==> src/rtl/core/tts_pkg.sv <==
// Shared types, constants and the sine ROM contents for the table/Taylor sine-cosine core.
// No dependencies; every design file in rtl/core but tts_stream_if imports this package.
package tts_pkg;

   // Fixed configuration. TABLE_SIZE must stay a power of two: the index wrap is a mask.
   localparam int TABLE_SIZE      = 64;
   localparam int ANGLE_FRAC_BITS = 24;
   localparam int OUT_FRAC_BITS   = 30;

   localparam int TAB_IDX_W = $clog2(TABLE_SIZE);
   localparam int IDX_W     = TAB_IDX_W + 30 - ANGLE_FRAC_BITS;
   localparam int IDX_SH    = ANGLE_FRAC_BITS + 20;
   localparam int ROUND_SH  = 62 - OUT_FRAC_BITS;
   localparam int ACC_W     = 65;

   localparam int REDUCE_STAGES  = 3;
   localparam int POLY_STAGES    = 4;
   localparam int COMBINE_STAGES = 3;
   localparam int STAGES         = REDUCE_STAGES + POLY_STAGES + COMBINE_STAGES;

   // 1/(2*pi) in Q64, split into halves for two 32x32 products
   localparam logic [31:0] INV_TWO_PI_HI = 32'h28BE_60DB;
   localparam logic [31:0] INV_TWO_PI_LO = 32'h9391_054A;
   localparam logic [63:0] TWO_PI_Q60    = 64'h6487_ED51_10B4_611A;
   localparam logic [63:0] HALF_PI_Q60   = 64'h1921_FB54_442D_1846;
   localparam logic [63:0] UNIT_Q60      = 64'd1 << 60;
   // table spacing 2*pi/TABLE_SIZE, rounded to Q32
   localparam logic [31:0] STEP_Q32 =
      32'(((TWO_PI_Q60 / TABLE_SIZE) + (64'd1 << 27)) >> 28);

   // exact reciprocal multipliers: x/3 for x < 2^33, x/15 for x < 2^32
   localparam logic [31:0] RECIP3     = 32'hAAAA_AAAB;
   localparam int          RECIP3_SH  = 33;
   localparam logic [31:0] RECIP15    = 32'h8888_8889;
   localparam int          RECIP15_SH = 35;

   localparam int SERIES_TERMS = 14;
   typedef logic [63:0] series_div_type [SERIES_TERMS];
   localparam series_div_type SIN_DIV = '{64'd6, 64'd20, 64'd42, 64'd72, 64'd110, 64'd156,
      64'd210, 64'd272, 64'd342, 64'd420, 64'd506, 64'd600, 64'd702, 64'd812};
   localparam series_div_type COS_DIV = '{64'd2, 64'd12, 64'd30, 64'd56, 64'd90, 64'd132,
      64'd182, 64'd240, 64'd306, 64'd380, 64'd462, 64'd552, 64'd650, 64'd756};

   typedef logic signed [31:0]      angle_type;
   typedef logic signed [31:0]      sample_type;
   typedef logic signed [ACC_W-1:0] acc_type;
   typedef sample_type              table_type [TABLE_SIZE];

   typedef struct packed {
      angle_type angle;
   } req_payload_type;

   typedef struct packed {
      sample_type sine_value;
      sample_type cosine_value;
   } rsp_payload_type;

   typedef struct packed {
      logic [STAGES-1:0] en;
      logic [STAGES-1:0] valid;
   } pipe_ctl_type;

   typedef struct packed {
      logic [31:0]          ad;
      logic                 dneg;
      logic [TAB_IDX_W-1:0] tab_idx;
   } reduce_out_type;

   typedef struct packed {
      acc_type            sp;
      acc_type            cp;
      logic signed [32:0] bq;
      sample_type         s;
      sample_type         c;
   } poly_out_type;

   // (a*b) >> 60 for a, b below 2^61
   function automatic logic [63:0] mul_q60(input logic [63:0] a, input logic [63:0] b);
      logic [63:0] ah, al, bh, bl, mid;
      ah  = a >> 32;
      al  = a & 64'h0000_0000_FFFF_FFFF;
      bh  = b >> 32;
      bl  = b & 64'h0000_0000_FFFF_FFFF;
      mid = ah * bl + al * bh + ((al * bl) >> 32);
      return ((ah * bh) << 4) + (mid >> 28);
   endfunction

   // ROM image: sin(2*pi*k/TABLE_SIZE) in Q2.30, built from octant symmetry and a series
   function automatic table_type build_sine_table();
      table_type   tab;
      logic [63:0] quad, rem, u, phi, p2, ts, tc, ss, cc, tmp, pick;
      logic        flip;
      for (int k = 0; k < TABLE_SIZE; k++) begin
         quad = (64'(k) * 64'd4) / TABLE_SIZE;
         rem  = (64'(k) * 64'd4) % TABLE_SIZE;
         flip = (rem * 64'd2) > 64'(TABLE_SIZE);
         u    = flip ? (64'(TABLE_SIZE) - rem) : rem;
         phi  = (HALF_PI_Q60 / TABLE_SIZE) * u + ((HALF_PI_Q60 % TABLE_SIZE) * u) / TABLE_SIZE;
         p2   = mul_q60(phi, phi);
         ts   = phi;
         tc   = UNIT_Q60;
         ss   = phi;
         cc   = UNIT_Q60;
         for (int j = 0; j < SERIES_TERMS; j++) begin
            ts = mul_q60(ts, p2) / SIN_DIV[j];
            tc = mul_q60(tc, p2) / COS_DIV[j];
            if (j % 2 == 0) begin
               ss = ss - ts;
               cc = cc - tc;
            end else begin
               ss = ss + ts;
               cc = cc + tc;
            end
         end
         if (flip) begin
            tmp = ss;
            ss  = cc;
            cc  = tmp;
         end
         pick   = quad[0] ? cc : ss;
         pick   = (pick + (64'd1 << 29)) >> 30;
         tab[k] = (quad >= 64'd2) ? -sample_type'(pick[31:0]) : sample_type'(pick[31:0]);
      end
      return tab;
   endfunction

   localparam table_type SINE_TABLE = build_sine_table();

endpackage

==> src/rtl/core/tts_reduce.sv <==
// Range reduction: angle to table index and Q32 residual, three register stages.
// Depends on tts_pkg.
module tts_reduce (
   input  logic                         clock,
   input  logic [tts_pkg::REDUCE_STAGES-1:0] stage_en,
   input  tts_pkg::angle_type           angle,
   output tts_pkg::reduce_out_type      result
);
   import tts_pkg::*;

   typedef struct packed {
      logic        neg;
      logic [31:0] mag;
      logic [63:0] hi;
      logic [63:0] lo;
   } s1_type;

   typedef struct packed {
      logic             neg;
      logic [31:0]      mag;
      logic [IDX_W-1:0] idx;
   } s2_type;

   s1_type         s1_ff, s1_in;
   s2_type         s2_ff, s2_in;
   reduce_out_type s3_ff, s3_in;

   logic [63:0]      turns;
   logic [63:0]      rounded;
   logic [63:0]      resid;
   logic [63:0]      resid_mag;
   logic [IDX_W-1:0] signed_idx;

   always_comb begin
      // stage 1: magnitude times 1/(2*pi), two partial products
      s1_in.neg = angle[31];
      s1_in.mag = angle[31] ? 32'(-angle) : 32'(angle);
      s1_in.hi  = 64'(s1_in.mag) * 64'(INV_TWO_PI_HI);
      s1_in.lo  = 64'(s1_in.mag) * 64'(INV_TWO_PI_LO);

      // stage 2: round turns*TABLE_SIZE to the nearest table point
      turns      = (s1_ff.hi + (s1_ff.lo >> 32)) >> 12;
      rounded    = (turns << TAB_IDX_W) + (64'd1 << (IDX_SH - 1));
      s2_in.idx  = IDX_W'(rounded >> IDX_SH);
      s2_in.neg  = s1_ff.neg;
      s2_in.mag  = s1_ff.mag;

      // stage 3: residual against the table point, folded index
      resid         = (64'(s2_ff.mag) << (32 - ANGLE_FRAC_BITS))
                      - 64'(STEP_Q32) * 64'(s2_ff.idx);
      resid_mag     = resid[63] ? -resid : resid;
      s3_in.ad      = resid_mag[31:0];
      s3_in.dneg    = s2_ff.neg ^ resid[63];
      signed_idx    = s2_ff.neg ? -s2_ff.idx : s2_ff.idx;
      s3_in.tab_idx = signed_idx[TAB_IDX_W-1:0];
   end

   always_ff @(posedge clock) begin
      if (stage_en[0]) s1_ff <= s1_in;
      if (stage_en[1]) s2_ff <= s2_in;
      if (stage_en[2]) s3_ff <= s3_in;
   end

   assign result = s3_ff;

endmodule

==> config.mk <==
export PLATFORM = sky130hd
export DESIGN_NAME = tts_reduce
export DESIGN_NICKNAME = d
export VERILOG_FILES = /design/src/rtl/core/tts_pkg.sv /design/src/rtl/core/tts_reduce.sv
export SDC_FILE = /design/constraint.sdc
export NUM_CORES = 2
export LEC_CHECK = 0
export BUFFER_PORTS_ARGS = -buffer_cell sky130_fd_sc_hd__buf_2
export CORE_UTILIZATION = 30
export CTS_CLUSTER_SIZE = 24
export DETAILED_ROUTE_END_ITERATION = 10
export MAX_ROUTING_LAYER = met4
export PLACE_DENSITY_LB_ADDON = 0.1
export SETUP_SLACK_MARGIN = 0.02
export SLEW_MARGIN = 20
export SYNTH_ARGS = -nofsm -noshare
export SYNTH_HDL_FRONTEND = slang
export SYNTH_SLANG_ARGS = --single-unit
==> constraint.sdc <==
create_clock -name clock -period 29.6 [get_ports clock]
set_clock_uncertainty 0.1 [all_clocks]
set_input_delay 1.48 -clock clock [delete_from_list [all_inputs] [get_ports clock]]
set_output_delay 1.48 -clock clock [all_outputs]
set_load 0.005 [all_outputs]
==> summary.md <==
| Metric | Value |
|---|---|
| # hold bufs at CTS | 0 |
| Post-DP HPWL | 126000 um |
| Setup-failing EPs final | 0 |
| Clk_lat worst skew | 0.63 ns |
| Post-CTS Setup Inserts | 0 |
| Max Fclk | 0.0850 GHz |
| First-pass GRT wire length | 218000 um |
| Post-synth top area share | 31.6% |
| Antenna Violating Nets Remaining | 0 |
| CTS Sinks | 207 |
| Post-synth EDFFs | 207 |
| RSZ-0062 raised after global routing | false |
| WL final | 144000 um |
| DR pass1 iterations | 5 |
| Hold crit path type | flop to flop |
| Largest net degree at the start of global routing | 58 |
| Die Wd | 387 um |
| Fin. Hold Viols | 0 |
| R2R setup slack | 19.56 ns |
| Worst Path Max Fanout | 11 |
| Routability congestion estimate | 0.882 |
| Critical Path Max Stage Delay | 0.73 ns |
| DRC viols | 0 |
| Register area share after synthesis | 14.0% |
| Setup Crit Path Kind | primary input to flop |
| Site Rows | 140 |
| Crit path time final | 11.76 ns |
| Cells after synthesis | 4255 |
| Top cells by area in the synthesized netlist | fa_1 (32%), ha_1 (26%), edfxtp_1 (14%), inv_1 (9.1%), xnor2_1 (3.0%) |
| Worst Path Buf+Inv | 9 |
| Initial Utilization | 30.4% |
| Initial antenna violation count | 4 |
| Core ar. | 0.146 sq mm |
| Die ar. | 0.150 sq mm |
| Ys flop type | edfxtp_1 |
| TritonCTS clock tree | yes |
| Filler cells | 15000 |
| Synthesis-to-finish area growth | 9.17% |
| Mapped Area | 0.0444 sq mm |
| Crit share post-route | 39.7% |
| Final Slew Violations | 0 |
| TritonCTS Buffers | 28 |
| Crit start category | primary input |
| Worst setup EP type | flop |
| CP arrival | 12.02 ns |
| Clk root buf | clkbuf_16 |
| Setup TNS Final | 0 ns |
| Critical path's top delay family | adder cells |
| Initial drt markers | 1511 |
| Critical-path top delay cell | fa_1 |
| Slew @ Worst Pin | 1.18 ns |
| Avg Inst Size Synth | 10.4 sq um |
| Wire length per cell | 22.9 um |
| Max-Cap Viols | 0 |
| Die height | 387 um |
| Vias in the first global route | 32300 |
| Worst relative slew slack | 21.3% |
| Overall Global Routing Usage | 20.3% |
| Post-synth top area cell | fa_1 |
| N_diodes | 0 |
| CP required | 29.87 ns |
| PortBufs | 72 |
| Maximum clock path buffer count | 3 |
| Layout cells sized above 1 | 4.80% |
| Via density | 4.75 |
| IO Count | 75 |
| Distinct cells, synth | 80 |
| Final nets | 6007 |
| Total congestion overflow | 0 |
| Via count | 29900 |
| H-tree levels | 1 |
| Number of synthesis warnings | 0 |
| Status | finished, final reports clean |
| Post-CTS Resized | 0 |
| #FFs+latches synth | 207 |
| Worst-path clk slew | 0.07 ns |
| Async set-reset flop share out of synthesis | 0% |
## cells in the final DEF, fill, tap and decap left out, types with 15 or more instances in the layout
cell          n
a31oi_1      19
buf_2        71
o31ai_1      19
fa_1        700
nor4_1       16
clkbuf_16    28
o21a_1       23
a21o_1      103
nand2_1     109
nor2_1       99
nor2b_1      27
inv_1      1081
nor3_1       33
edfxtp_1    207
o21bai_1     19
or3_1        15
buf_4        37
nand2b_1     26
xor2_1       77
nand3_1      50
a211oi_1     19
ha_1        922
o21ai_0      89
xnor2_1     128
nand4_1      40
xnor2_2      23
and3_1       27
a21oi_1     161
## sequential cells by signal (all words and copies together), names as in the netlist
signal,count
s1_ff,126
s2_ff,45
result,36
## final cells by class
| class | instances | area (sq um) | share of cell area, % |
|---|---|---|---|
| timing repair buffer | 109 | 644 | 1.33 |
| sequential | 207 | 6220 | 12.8 |
| inverter | 1081 | 4060 | 8.37 |
| clock inverter | 21 | 292 | 0.601 |
| tap | 1917 | 2400 | 4.95 |
| multi-input combinational | 2922 | 34100 | 70.5 |
| clock buffer | 31 | 712 | 1.47 |
## metal layers
| metal | wire length [um] | GRT usage [%] |
|---|---|---|
| met5 | 0 | - |
| met4 | 1810 | 2.56 |
| met3 | 4230 | 1.41 |
| met2 | 65400 | 31.6 |
| met1 | 72300 | 29.5 |
## synthesized netlist by cell type, types with 8 or more instances
| library cell | count |
|---|---|
| fa_1 | 700 |
| o21ai_0 | 90 |
| nand2b_1 | 26 |
| and2_1 | 9 |
| nand4_1 | 40 |
| and3_1 | 27 |
| nand2_1 | 109 |
| a21o_1 | 103 |
| o31ai_1 | 19 |
| o21bai_1 | 19 |
| nand3_1 | 50 |
| xnor2_1 | 152 |
| clkbuf_1 | 38 |
| o21a_1 | 23 |
| a21oi_1 | 161 |
| xor2_1 | 77 |
| ha_1 | 922 |
| nor4_1 | 16 |
| o41ai_1 | 8 |
| or3_1 | 15 |
| or2_2 | 10 |
| nor3_1 | 33 |
| a31oi_1 | 19 |
| nor2_1 | 99 |
| inv_1 | 1081 |
| edfxtp_1 | 207 |
| nor2b_1 | 27 |
| a211oi_1 | 20 |
| and4_1 | 8 |
| o211ai_1 | 11 |
## path summary, 6_finish.rpt
path | startpoint | to | cells after the start
setup / recovery | angle[2] | s1_ff[125] | 31
hold / removal | s1_ff[158] | s2_ff[42] | 0
setup reg to reg | s2_ff[4] | result[27] | 28
hold reg to reg | s1_ff[158] | s2_ff[42] | 0
## cells by family after synthesis
kind of cell    Yosys count  synth area share [%]
buf+inv                1127                  9.58
compound gates          565                  8.34
mux                       5                 0.116
fa+ha+maj              1623                  57.6
other cells               1               0.00845
xor+xnor                229                  4.52
simple gates            498                  5.87
flops                   207                  14.0
## per-stage QoR
| step | cells | hold WS (ns) | worst slack [ns] | utilization (%) | cell area (sq um) |
|---|---|---|---|---|---|
| 2_1_floorplan | 4256 | 0.300 | 19.20 | - | 44400 |
| 3_3_place_gp | 6236 | 0.305 | 17.07 | 32.4 | 47500 |
| 3_5_place_dp | 6236 | 0.305 | 17.11 | 32.5 | 47500 |
| 4_1_cts | 6288 | 0.318 | 17.75 | 33.1 | 48500 |
| 5_1_grt | 6288 | 0.322 | 17.25 | 33.1 | 48500 |
| 6_report | 6288 | 0.314 | 17.84 | 33.1 | 48500 |
Power is left out: the tool's default activity adds up to more than one toggle a clock period on the data nets, which glitch-free logic cannot reach.
