==> config.mk <==
export PLATFORM = sky130hd
export DESIGN_NAME = tts_pipe_ctrl
export DESIGN_NICKNAME = d
export VERILOG_FILES = /design/src/rtl/core/tts_pkg.sv /design/src/rtl/core/tts_pipe_ctrl.sv
export SDC_FILE = /design/constraint.sdc
export NUM_CORES = 1
export LEC_CHECK = 0
export ABC_AREA = 1
export BUFFER_PORTS_ARGS = -buffer_cell sky130_fd_sc_hd__clkbuf_2
export CAP_MARGIN = 20
export CORE_AREA = 2 2 39 41
export DETAILED_ROUTE_END_ITERATION = 6
export DIE_AREA = 0 0 41 43
export GPL_TIMING_DRIVEN = 0
export PLACE_DENSITY_LB_ADDON = 0.1
export SYNTH_ARGS = -nofsm -noshare
export SYNTH_HDL_FRONTEND = slang
export SYNTH_SLANG_ARGS = --single-unit
==> constraint.sdc <==
create_clock -name clock -period 1.53 [get_ports clock]
set_input_delay 0.153 -clock clock [delete_from_list [all_inputs] [get_ports clock]]
set_output_delay 0.153 -clock clock [all_outputs]
set_load 0.01 [all_outputs]
==> src/rtl/core/tts_pkg.sv <==
// Shared types, constants and the sine ROM contents for the table/Taylor sine-cosine core.
// No dependencies; every design file in rtl/core but tts_stream_if imports this package.
package tts_pkg;

   // Fixed configuration. TABLE_SIZE must stay a power of two: the index wrap is a mask.
   localparam int TABLE_SIZE      = 64;
   localparam int ANGLE_FRAC_BITS = 24;
   localparam int OUT_FRAC_BITS   = 30;

   localparam int TAB_IDX_W = $clog2(TABLE_SIZE);
   localparam int IDX_W     = TAB_IDX_W + 30 - ANGLE_FRAC_BITS;
   localparam int IDX_SH    = ANGLE_FRAC_BITS + 20;
   localparam int ROUND_SH  = 62 - OUT_FRAC_BITS;
   localparam int ACC_W     = 65;

   localparam int REDUCE_STAGES  = 3;
   localparam int POLY_STAGES    = 4;
   localparam int COMBINE_STAGES = 3;
   localparam int STAGES         = REDUCE_STAGES + POLY_STAGES + COMBINE_STAGES;

   // 1/(2*pi) in Q64, split into halves for two 32x32 products
   localparam logic [31:0] INV_TWO_PI_HI = 32'h28BE_60DB;
   localparam logic [31:0] INV_TWO_PI_LO = 32'h9391_054A;
   localparam logic [63:0] TWO_PI_Q60    = 64'h6487_ED51_10B4_611A;
   localparam logic [63:0] HALF_PI_Q60   = 64'h1921_FB54_442D_1846;
   localparam logic [63:0] UNIT_Q60      = 64'd1 << 60;
   // table spacing 2*pi/TABLE_SIZE, rounded to Q32
   localparam logic [31:0] STEP_Q32 =
      32'(((TWO_PI_Q60 / TABLE_SIZE) + (64'd1 << 27)) >> 28);

   // exact reciprocal multipliers: x/3 for x < 2^33, x/15 for x < 2^32
   localparam logic [31:0] RECIP3     = 32'hAAAA_AAAB;
   localparam int          RECIP3_SH  = 33;
   localparam logic [31:0] RECIP15    = 32'h8888_8889;
   localparam int          RECIP15_SH = 35;

   localparam int SERIES_TERMS = 14;
   typedef logic [63:0] series_div_type [SERIES_TERMS];
   localparam series_div_type SIN_DIV = '{64'd6, 64'd20, 64'd42, 64'd72, 64'd110, 64'd156,
      64'd210, 64'd272, 64'd342, 64'd420, 64'd506, 64'd600, 64'd702, 64'd812};
   localparam series_div_type COS_DIV = '{64'd2, 64'd12, 64'd30, 64'd56, 64'd90, 64'd132,
      64'd182, 64'd240, 64'd306, 64'd380, 64'd462, 64'd552, 64'd650, 64'd756};

   typedef logic signed [31:0]      angle_type;
   typedef logic signed [31:0]      sample_type;
   typedef logic signed [ACC_W-1:0] acc_type;
   typedef sample_type              table_type [TABLE_SIZE];

   typedef struct packed {
      angle_type angle;
   } req_payload_type;

   typedef struct packed {
      sample_type sine_value;
      sample_type cosine_value;
   } rsp_payload_type;

   typedef struct packed {
      logic [STAGES-1:0] en;
      logic [STAGES-1:0] valid;
   } pipe_ctl_type;

   typedef struct packed {
      logic [31:0]          ad;
      logic                 dneg;
      logic [TAB_IDX_W-1:0] tab_idx;
   } reduce_out_type;

   typedef struct packed {
      acc_type            sp;
      acc_type            cp;
      logic signed [32:0] bq;
      sample_type         s;
      sample_type         c;
   } poly_out_type;

   // (a*b) >> 60 for a, b below 2^61
   function automatic logic [63:0] mul_q60(input logic [63:0] a, input logic [63:0] b);
      logic [63:0] ah, al, bh, bl, mid;
      ah  = a >> 32;
      al  = a & 64'h0000_0000_FFFF_FFFF;
      bh  = b >> 32;
      bl  = b & 64'h0000_0000_FFFF_FFFF;
      mid = ah * bl + al * bh + ((al * bl) >> 32);
      return ((ah * bh) << 4) + (mid >> 28);
   endfunction

   // ROM image: sin(2*pi*k/TABLE_SIZE) in Q2.30, built from octant symmetry and a series
   function automatic table_type build_sine_table();
      table_type   tab;
      logic [63:0] quad, rem, u, phi, p2, ts, tc, ss, cc, tmp, pick;
      logic        flip;
      for (int k = 0; k < TABLE_SIZE; k++) begin
         quad = (64'(k) * 64'd4) / TABLE_SIZE;
         rem  = (64'(k) * 64'd4) % TABLE_SIZE;
         flip = (rem * 64'd2) > 64'(TABLE_SIZE);
         u    = flip ? (64'(TABLE_SIZE) - rem) : rem;
         phi  = (HALF_PI_Q60 / TABLE_SIZE) * u + ((HALF_PI_Q60 % TABLE_SIZE) * u) / TABLE_SIZE;
         p2   = mul_q60(phi, phi);
         ts   = phi;
         tc   = UNIT_Q60;
         ss   = phi;
         cc   = UNIT_Q60;
         for (int j = 0; j < SERIES_TERMS; j++) begin
            ts = mul_q60(ts, p2) / SIN_DIV[j];
            tc = mul_q60(tc, p2) / COS_DIV[j];
            if (j % 2 == 0) begin
               ss = ss - ts;
               cc = cc - tc;
            end else begin
               ss = ss + ts;
               cc = cc + tc;
            end
         end
         if (flip) begin
            tmp = ss;
            ss  = cc;
            cc  = tmp;
         end
         pick   = quad[0] ? cc : ss;
         pick   = (pick + (64'd1 << 29)) >> 30;
         tab[k] = (quad >= 64'd2) ? -sample_type'(pick[31:0]) : sample_type'(pick[31:0]);
      end
      return tab;
   endfunction

   localparam table_type SINE_TABLE = build_sine_table();

endpackage

==> src/rtl/core/tts_pipe_ctrl.sv <==
// Valid bits and per-stage load enables for the sine-cosine pipeline.
// Depends on tts_pkg (STAGES, pipe_ctl_type).
module tts_pipe_ctrl (
   input  logic                 clock,
   input  logic                 reset,
   input  logic                 in_valid,
   input  logic                 out_ready,
   output tts_pkg::pipe_ctl_type ctl
);
   import tts_pkg::*;

   logic [STAGES-1:0] valid_ff;
   logic [STAGES-1:0] valid_in;
   logic [STAGES-1:0] en;

   // a stage loads when the output drains or any stage at or after it is empty
   always_comb begin
      for (int k = 0; k < STAGES; k++) begin
         en[k] = out_ready || ((valid_ff | STAGES'((1 << k) - 1)) != {STAGES{1'b1}});
      end
      valid_in[0] = en[0] ? in_valid : valid_ff[0];
      for (int k = 1; k < STAGES; k++) begin
         valid_in[k] = en[k] ? valid_ff[k-1] : valid_ff[k];
      end
   end

   always_ff @(posedge clock) begin
      if (reset) begin
         valid_ff <= '0;
      end else begin
         valid_ff <= valid_in;
      end
   end

   assign ctl.en    = en;
   assign ctl.valid = valid_ff;

endmodule

==> results of run 1 <==
==> cells in the final DEF (no fill, tap or decap) <==
cell type   n
nand2_1    12
nor2_2      1
clkbuf_2   22
nand3_1     4
nor2_1      8
inv_1      13
nor2_4      1
clkbuf_4    3
dfxtp_1    10
nand2_2     1
a21oi_1     8
clkbuf_1    1
==> worst paths after layout <==
path	end	slack, ps	cells past startpoint
max	ctl[11]	180	4
min	valid_ff[0]$_SDFFE_PP0P_	110	3
max reg2reg	valid_ff[1]$_SDFFE_PP0P_	540	4
min reg2reg	valid_ff[1]$_SDFFE_PP0P_	480	2
==> kinds of logic (layout without fill, tap and decap cells) <==
logic type             after synthesis  in the layout  synth area share (%)
buffers and inverters               14             39                  12.8
AO/OA/AOI/OAI                        8              8                  9.73
flip-flops                          10             10                  48.6
AND/OR/NAND/NOR                     27             27                  28.9
==> power breakdown <==
group / switching [mW] / leakage (nW) / internal (mW)
registers: 0.00394 / 0.0811 / 0.264
logic: 0.0113 / 0.154 / 0.00743
clock network: 0.0861 / 0.0138 / 0.0907
total: 0.101 / 0.249 / 0.363
==> critical path, stage by stage, from the launching register on <==
cell      delay, ps
dfxtp_1         370
nand2_1         100
nor2_4          180
nand3_1         130
clkbuf_2        150
==> synthesized netlist by cell type <==
master    count  area (µm²)
nor2_1        8        30.0
nand2_1      12        45.0
inv_1        13        48.8
a21oi_1       8        40.0
clkbuf_1      1        3.75
nor2_4        1        11.3
dfxtp_1      10         200
nand3_1       4        20.0
nand2_2       1        6.26
nor2_2        1        6.26
==> per-layer routing <==
metal / global-route usage, % / routed length [µm]
met1: 16.0 / 464
met3: 4.71 / 57
met2: 16.6 / 400
met4: 8.00 / 12
met5: 0 / 0
==> cell type report <==
type | count | area, µm²
multi-input cells | 35 | 159
fillers | 166 | 820
flip-flops and latches | 10 | 200
well taps | 16 | 20.0
repair buffers | 22 | 110
inverters | 13 | 48.8
clock buffers | 3 | 22.5
plain buffers | 1 | 3.75
==> flow_metrics.env, run 1 <==
export IMPL_fmax_mhz=739
export IMPL_cts_tree="yes"
export IMPL_wire_per_inst_um=9.33
export IMPL_dp_hpwl_um=709
export IMPL_post_cts_resized=0
export IMPL_fp_row_count=14
export IMPL_fin_cells=100
export IMPL_first_global_vias=354
export IMPL_timing_final_ws_setup_ps=177
export IMPL_antenna_found_initial=0
export IMPL_ir_drop_mv=0.403
export IMPL_path_clk_slew_ps=60
export IMPL_grtUsageTotal_pct=12.4
export IMPL_gp_congestion=0.679
export IMPL_dp_cells=97
export IMPL_clk_latency_ps=260
export IMPL_grt_max_degree=11
export IMPL_grt_pass1_wl_um=1410
export IMPL_slew_viol_final=0
export IMPL_cts_setup_buffers=0
export IMPL_synth_cell_types=10
export IMPL_cp_arrival_ps=1200
export IMPL_critPathLaunchType="flop"
export IMPL_max_slew_margin_pct=70.2
export IMPL_max_slew_worst_pin_slew_ps=448
export IMPL_finalSetupViolations=0
export IMPL_final_area_um2=564
export IMPL_critPathKind="flop to primary output"
export IMPL_drive_gt1_share_pct=33.3
export IMPL_utilization_pct=40.8
export IMPL_yosysWarningCount=0
export IMPL_ys_seq_area_share_pct=48.6
export IMPL_syn_inst=59
export IMPL_rsz0062_at_grt="no"
export IMPL_synthesis_area_um2=412
export IMPL_io_buffers=22
export IMPL_power_total_mw=0.464
export IMPL_fin_skew_ps=3.55
export IMPL_cts_buffers=3
export IMPL_synthToLayoutAreaGrowth_pct=37.1
export IMPL_dp_slack_ps=443
export IMPL_period_minus_slack_ps=1350
export IMPL_top_regs="valid_ff (10)"
export IMPL_synth_seq_cells=10
export IMPL_die_y_um=43
export IMPL_start_util_pct=29.7
export IMPL_holdCritPathClass="input pin to flop"
export IMPL_cts_hold_buf=0
export IMPL_syn_nets=63
export IMPL_maxCapViolations=0
export IMPL_hold_ws_ps=113
export IMPL_viasPerCell=4.17
export IMPL_placed_area_um2=542
export IMPL_drc=0
export IMPL_regMostFlops="valid_ff"
export IMPL_status="finished, final reports clean"
export IMPL_synth_area_per_cell_um2=6.98
export IMPL_drtAntennaViolNets=0
export IMPL_drt_pass1_iterations=3
export IMPL_min_from="in_valid"
export IMPL_critical_path_required_ps=1380
export IMPL_leakagePower_nw=0.249
export IMPL_worst_path_max_fanout=7
export IMPL_cts_root_buf="clkbuf_4"
export IMPL_final_setup_tns_ps=0
export IMPL_die_area_um2=1760
export IMPL_routed_via_count=417
export IMPL_crit_start="valid_ff[8]$_SDFFE_PP0P_"
export IMPL_fin_crit_sh_pct=88.4
export IMPL_r2r_start="valid_ff[8]$_SDFFE_PP0P_"
export IMPL_largest_register_ffs=10
export IMPL_die_w_um=41
export IMPL_htreeDepth=1
export IMPL_grt_overflow_total=0
export IMPL_hold_violations=0
export IMPL_finalWirelength_um=933
export IMPL_ios=24
export IMPL_cts_path_max_buffers=2
export IMPL_cp_end_kind="primary output"
export IMPL_core_area_um2=1380
export IMPL_final_net_count=90
export IMPL_drt_initial_drc_count=2
export IMPL_clock_sinks=10
export IMPL_power_density_nw_per_um2=822
export IMPL_antenna_cells=0
No activity file was read; power rests on OpenSTA's default activity.
==> run 2: changes to the inputs <==
--- a/config.mk
+++ b/config.mk
@@ -8,9 +8,9 @@
 export ABC_AREA = 1
 export BUFFER_PORTS_ARGS = -buffer_cell sky130_fd_sc_hd__clkbuf_2
 export CAP_MARGIN = 20
-export CORE_AREA = 2 2 39 41
+export CORE_MARGIN = 2
+export CORE_UTILIZATION = 25
 export DETAILED_ROUTE_END_ITERATION = 6
-export DIE_AREA = 0 0 41 43
 export GPL_TIMING_DRIVEN = 0
 export PLACE_DENSITY_LB_ADDON = 0.1
 export SYNTH_ARGS = -nofsm -noshare
==> run 2 against run 1 <==
- sequential share of layout area stayed put
- count of clock-buffer cells in the layout did not move
- critical path depth unchanged
- cell count is the same
==> flow_metrics.env, run 2 (synthesized netlist as in run 1, its figures left out) <==
export IMPL_p_clk_share_pct=37.9
export IMPL_ios=24
export IMPL_cp_end_kind="primary output"
export IMPL_clock_sinks=10
export IMPL_critical_path_required_ps=1380
export IMPL_wl_met2_um=455
export IMPL_wl_met3_um=56
export IMPL_path_clk_slew_ps=60
export IMPL_fillers=173
export IMPL_swShare_pct=21.7
export IMPL_cp_endpoint="ctl[12]"
export IMPL_period_minus_slack_ps=1360
export IMPL_cts_buffers=3
export IMPL_final_setup_tns_ps=0
export IMPL_holdCritPathClass="input pin to flop"
export IMPL_drc=0
export IMPL_first_global_vias=376
export IMPL_power_density_nw_per_um2=821
export IMPL_die_y_um=44.6
export IMPL_grt_pass1_wl_um=1630
export IMPL_antenna_cells=0
export IMPL_netSwitchingPower_mw=0.100
export IMPL_max_slew_margin_pct=69.6
export IMPL_fp_row_count=14
export IMPL_cp_arrival_ps=1200
export IMPL_ff2ff_path_depth=4
export IMPL_cts_tree="yes"
export IMPL_timing_final_ws_setup_ps=174
export IMPL_worst_path_max_fanout=7
export IMPL_wl_met1_um=489
export IMPL_regArea_um2=200
export IMPL_die_area_um2=1990
export IMPL_clk_latency_ps=260
export IMPL_maxCapViolations=0
export IMPL_status="finished, final reports clean"
export IMPL_final_cell_mix="22 x clkbuf_2, 13 x inv_1, 12 x nand2_1"
export IMPL_top_regs="valid_ff (10)"
export IMPL_top_layer="met4"
export IMPL_viasPerCell=4.36
export IMPL_layout_commonest_cell="clkbuf_2"
export IMPL_reg2reg_slack_ps=530
export IMPL_grtUsageTotal_pct=11.6
export IMPL_grt_max_degree=11
export IMPL_drt_pass1_iterations=2
export IMPL_die_w_um=44.6
export IMPL_start_util_pct=27.0
export IMPL_routed_via_count=436
export IMPL_rsz0062_at_grt="no"
export IMPL_wire_per_inst_um=10.2
export IMPL_multi_input_area_um2=159
export IMPL_drtAntennaViolNets=0
export IMPL_htreeDepth=1
export IMPL_antenna_found_initial=0
export IMPL_crit_start="valid_ff[7]$_SDFFE_PP0P_"
export IMPL_fmax_mhz=737
export IMPL_ir_drop_mv=0.379
export IMPL_cts_hold_buf=0
export IMPL_critPathLaunchType="flop"
export IMPL_r2r_start="valid_ff[7]$_SDFFE_PP0P_"
export IMPL_finalSetupViolations=0
export IMPL_drt_initial_drc_count=2
export IMPL_max_slew_worst_pin_slew_ps=456
export IMPL_drive_gt1_share_pct=33.3
export IMPL_regMostFlops="valid_ff"
export IMPL_finalWirelength_um=1020
export IMPL_core_area_um2=1520
export IMPL_r2r_end="valid_ff[1]$_SDFFE_PP0P_"
export IMPL_slew_viol_final=0
export IMPL_hold_violations=0
export IMPL_synthToLayoutAreaGrowth_pct=37.1
export IMPL_largest_register_ffs=10
export IMPL_dp_slack_ps=433
export IMPL_cts_path_max_buffers=2
export IMPL_io_buffers=22
export IMPL_final_net_count=90
export IMPL_fin_crit_sh_pct=88.6
export IMPL_placed_area_um2=542
export IMPL_combPwrFrac_pct=4.1
export IMPL_grt_overflow_total=0
export IMPL_seqPwrFrac_pct=58.0
export IMPL_cts_setup_buffers=0
export IMPL_p_int_mw=0.363
export IMPL_final_area_um2=564
export IMPL_cts_root_buf="clkbuf_4"
export IMPL_critPathKind="flop to primary output"
export IMPL_dp_hpwl_um=785
export IMPL_leakagePower_nw=0.249
export IMPL_fin_skew_ps=1.57
export IMPL_post_cts_resized=0
export IMPL_gp_congestion=0.701
==> run 2: through the flow <==
step / hold WS, ps / std cells / total power, mW / utilization [%]
after floorplan: 287 / 59 / 0.284 / -
after global placement: 377 / 97 / 0.293 / 35.6
after detailed placement: 384 / 97 / 0.294 / 35.6
after CTS: 105 / 100 / 0.472 / 37.0
after global routing: 128 / 100 / 0.484 / 37.0
final: 110 / 100 / 0.463 / 37.0
==> run 2: worst min path at each step <==
stage	startpoint	end	slack (ps)	cells after the start
4_1_cts	in_valid	valid_ff[0]$_SDFFE_PP0P_	100	3
3_5_place_dp	in_valid	valid_ff[0]$_SDFFE_PP0P_	380	3
6_report	in_valid	valid_ff[0]$_SDFFE_PP0P_	110	3
2_1_floorplan	in_valid	valid_ff[0]$_SDFFE_PP0P_	290	2
3_3_place_gp	in_valid	valid_ff[0]$_SDFFE_PP0P_	380	3
5_1_grt	in_valid	valid_ff[0]$_SDFFE_PP0P_	130	3
==> run 2: worst max-delay path, stage by stage, from the launching register on <==
cell,delay (ps)
dfxtp_1,370
nand2_1,110
nor2_4,190
nand3_1,130
clkbuf_2,150
==> run 2: routing by layer <==
metal / GRT usage (%) / vias up
li1: - / 226
met1: 14.6 / 191
met2: 17.1 / 15
met3: 2.45 / 4
met4: 9.09 / 0
met5: 0 / -
==> run 2: layout make-up <==
class	instances	share of cell area, %
flip-flops and latches	10	35.5
multi-input cells	35	28.2
repair buffers	22	19.5
inverters	13	8.65
clock buffers	3	3.99
well taps	16	3.55
plain buffers	1	0.665
==> run 2: power by group through the flow <==
stage          registers, mW  clock network, mW  logic [mW]
2_1_floorplan          0.276                  0     0.00795
3_3_place_gp           0.274                  0      0.0189
3_5_place_dp           0.275                  0      0.0191
4_1_cts                0.268              0.184      0.0193
5_1_grt                0.269              0.194      0.0214
6_report               0.268              0.176      0.0189
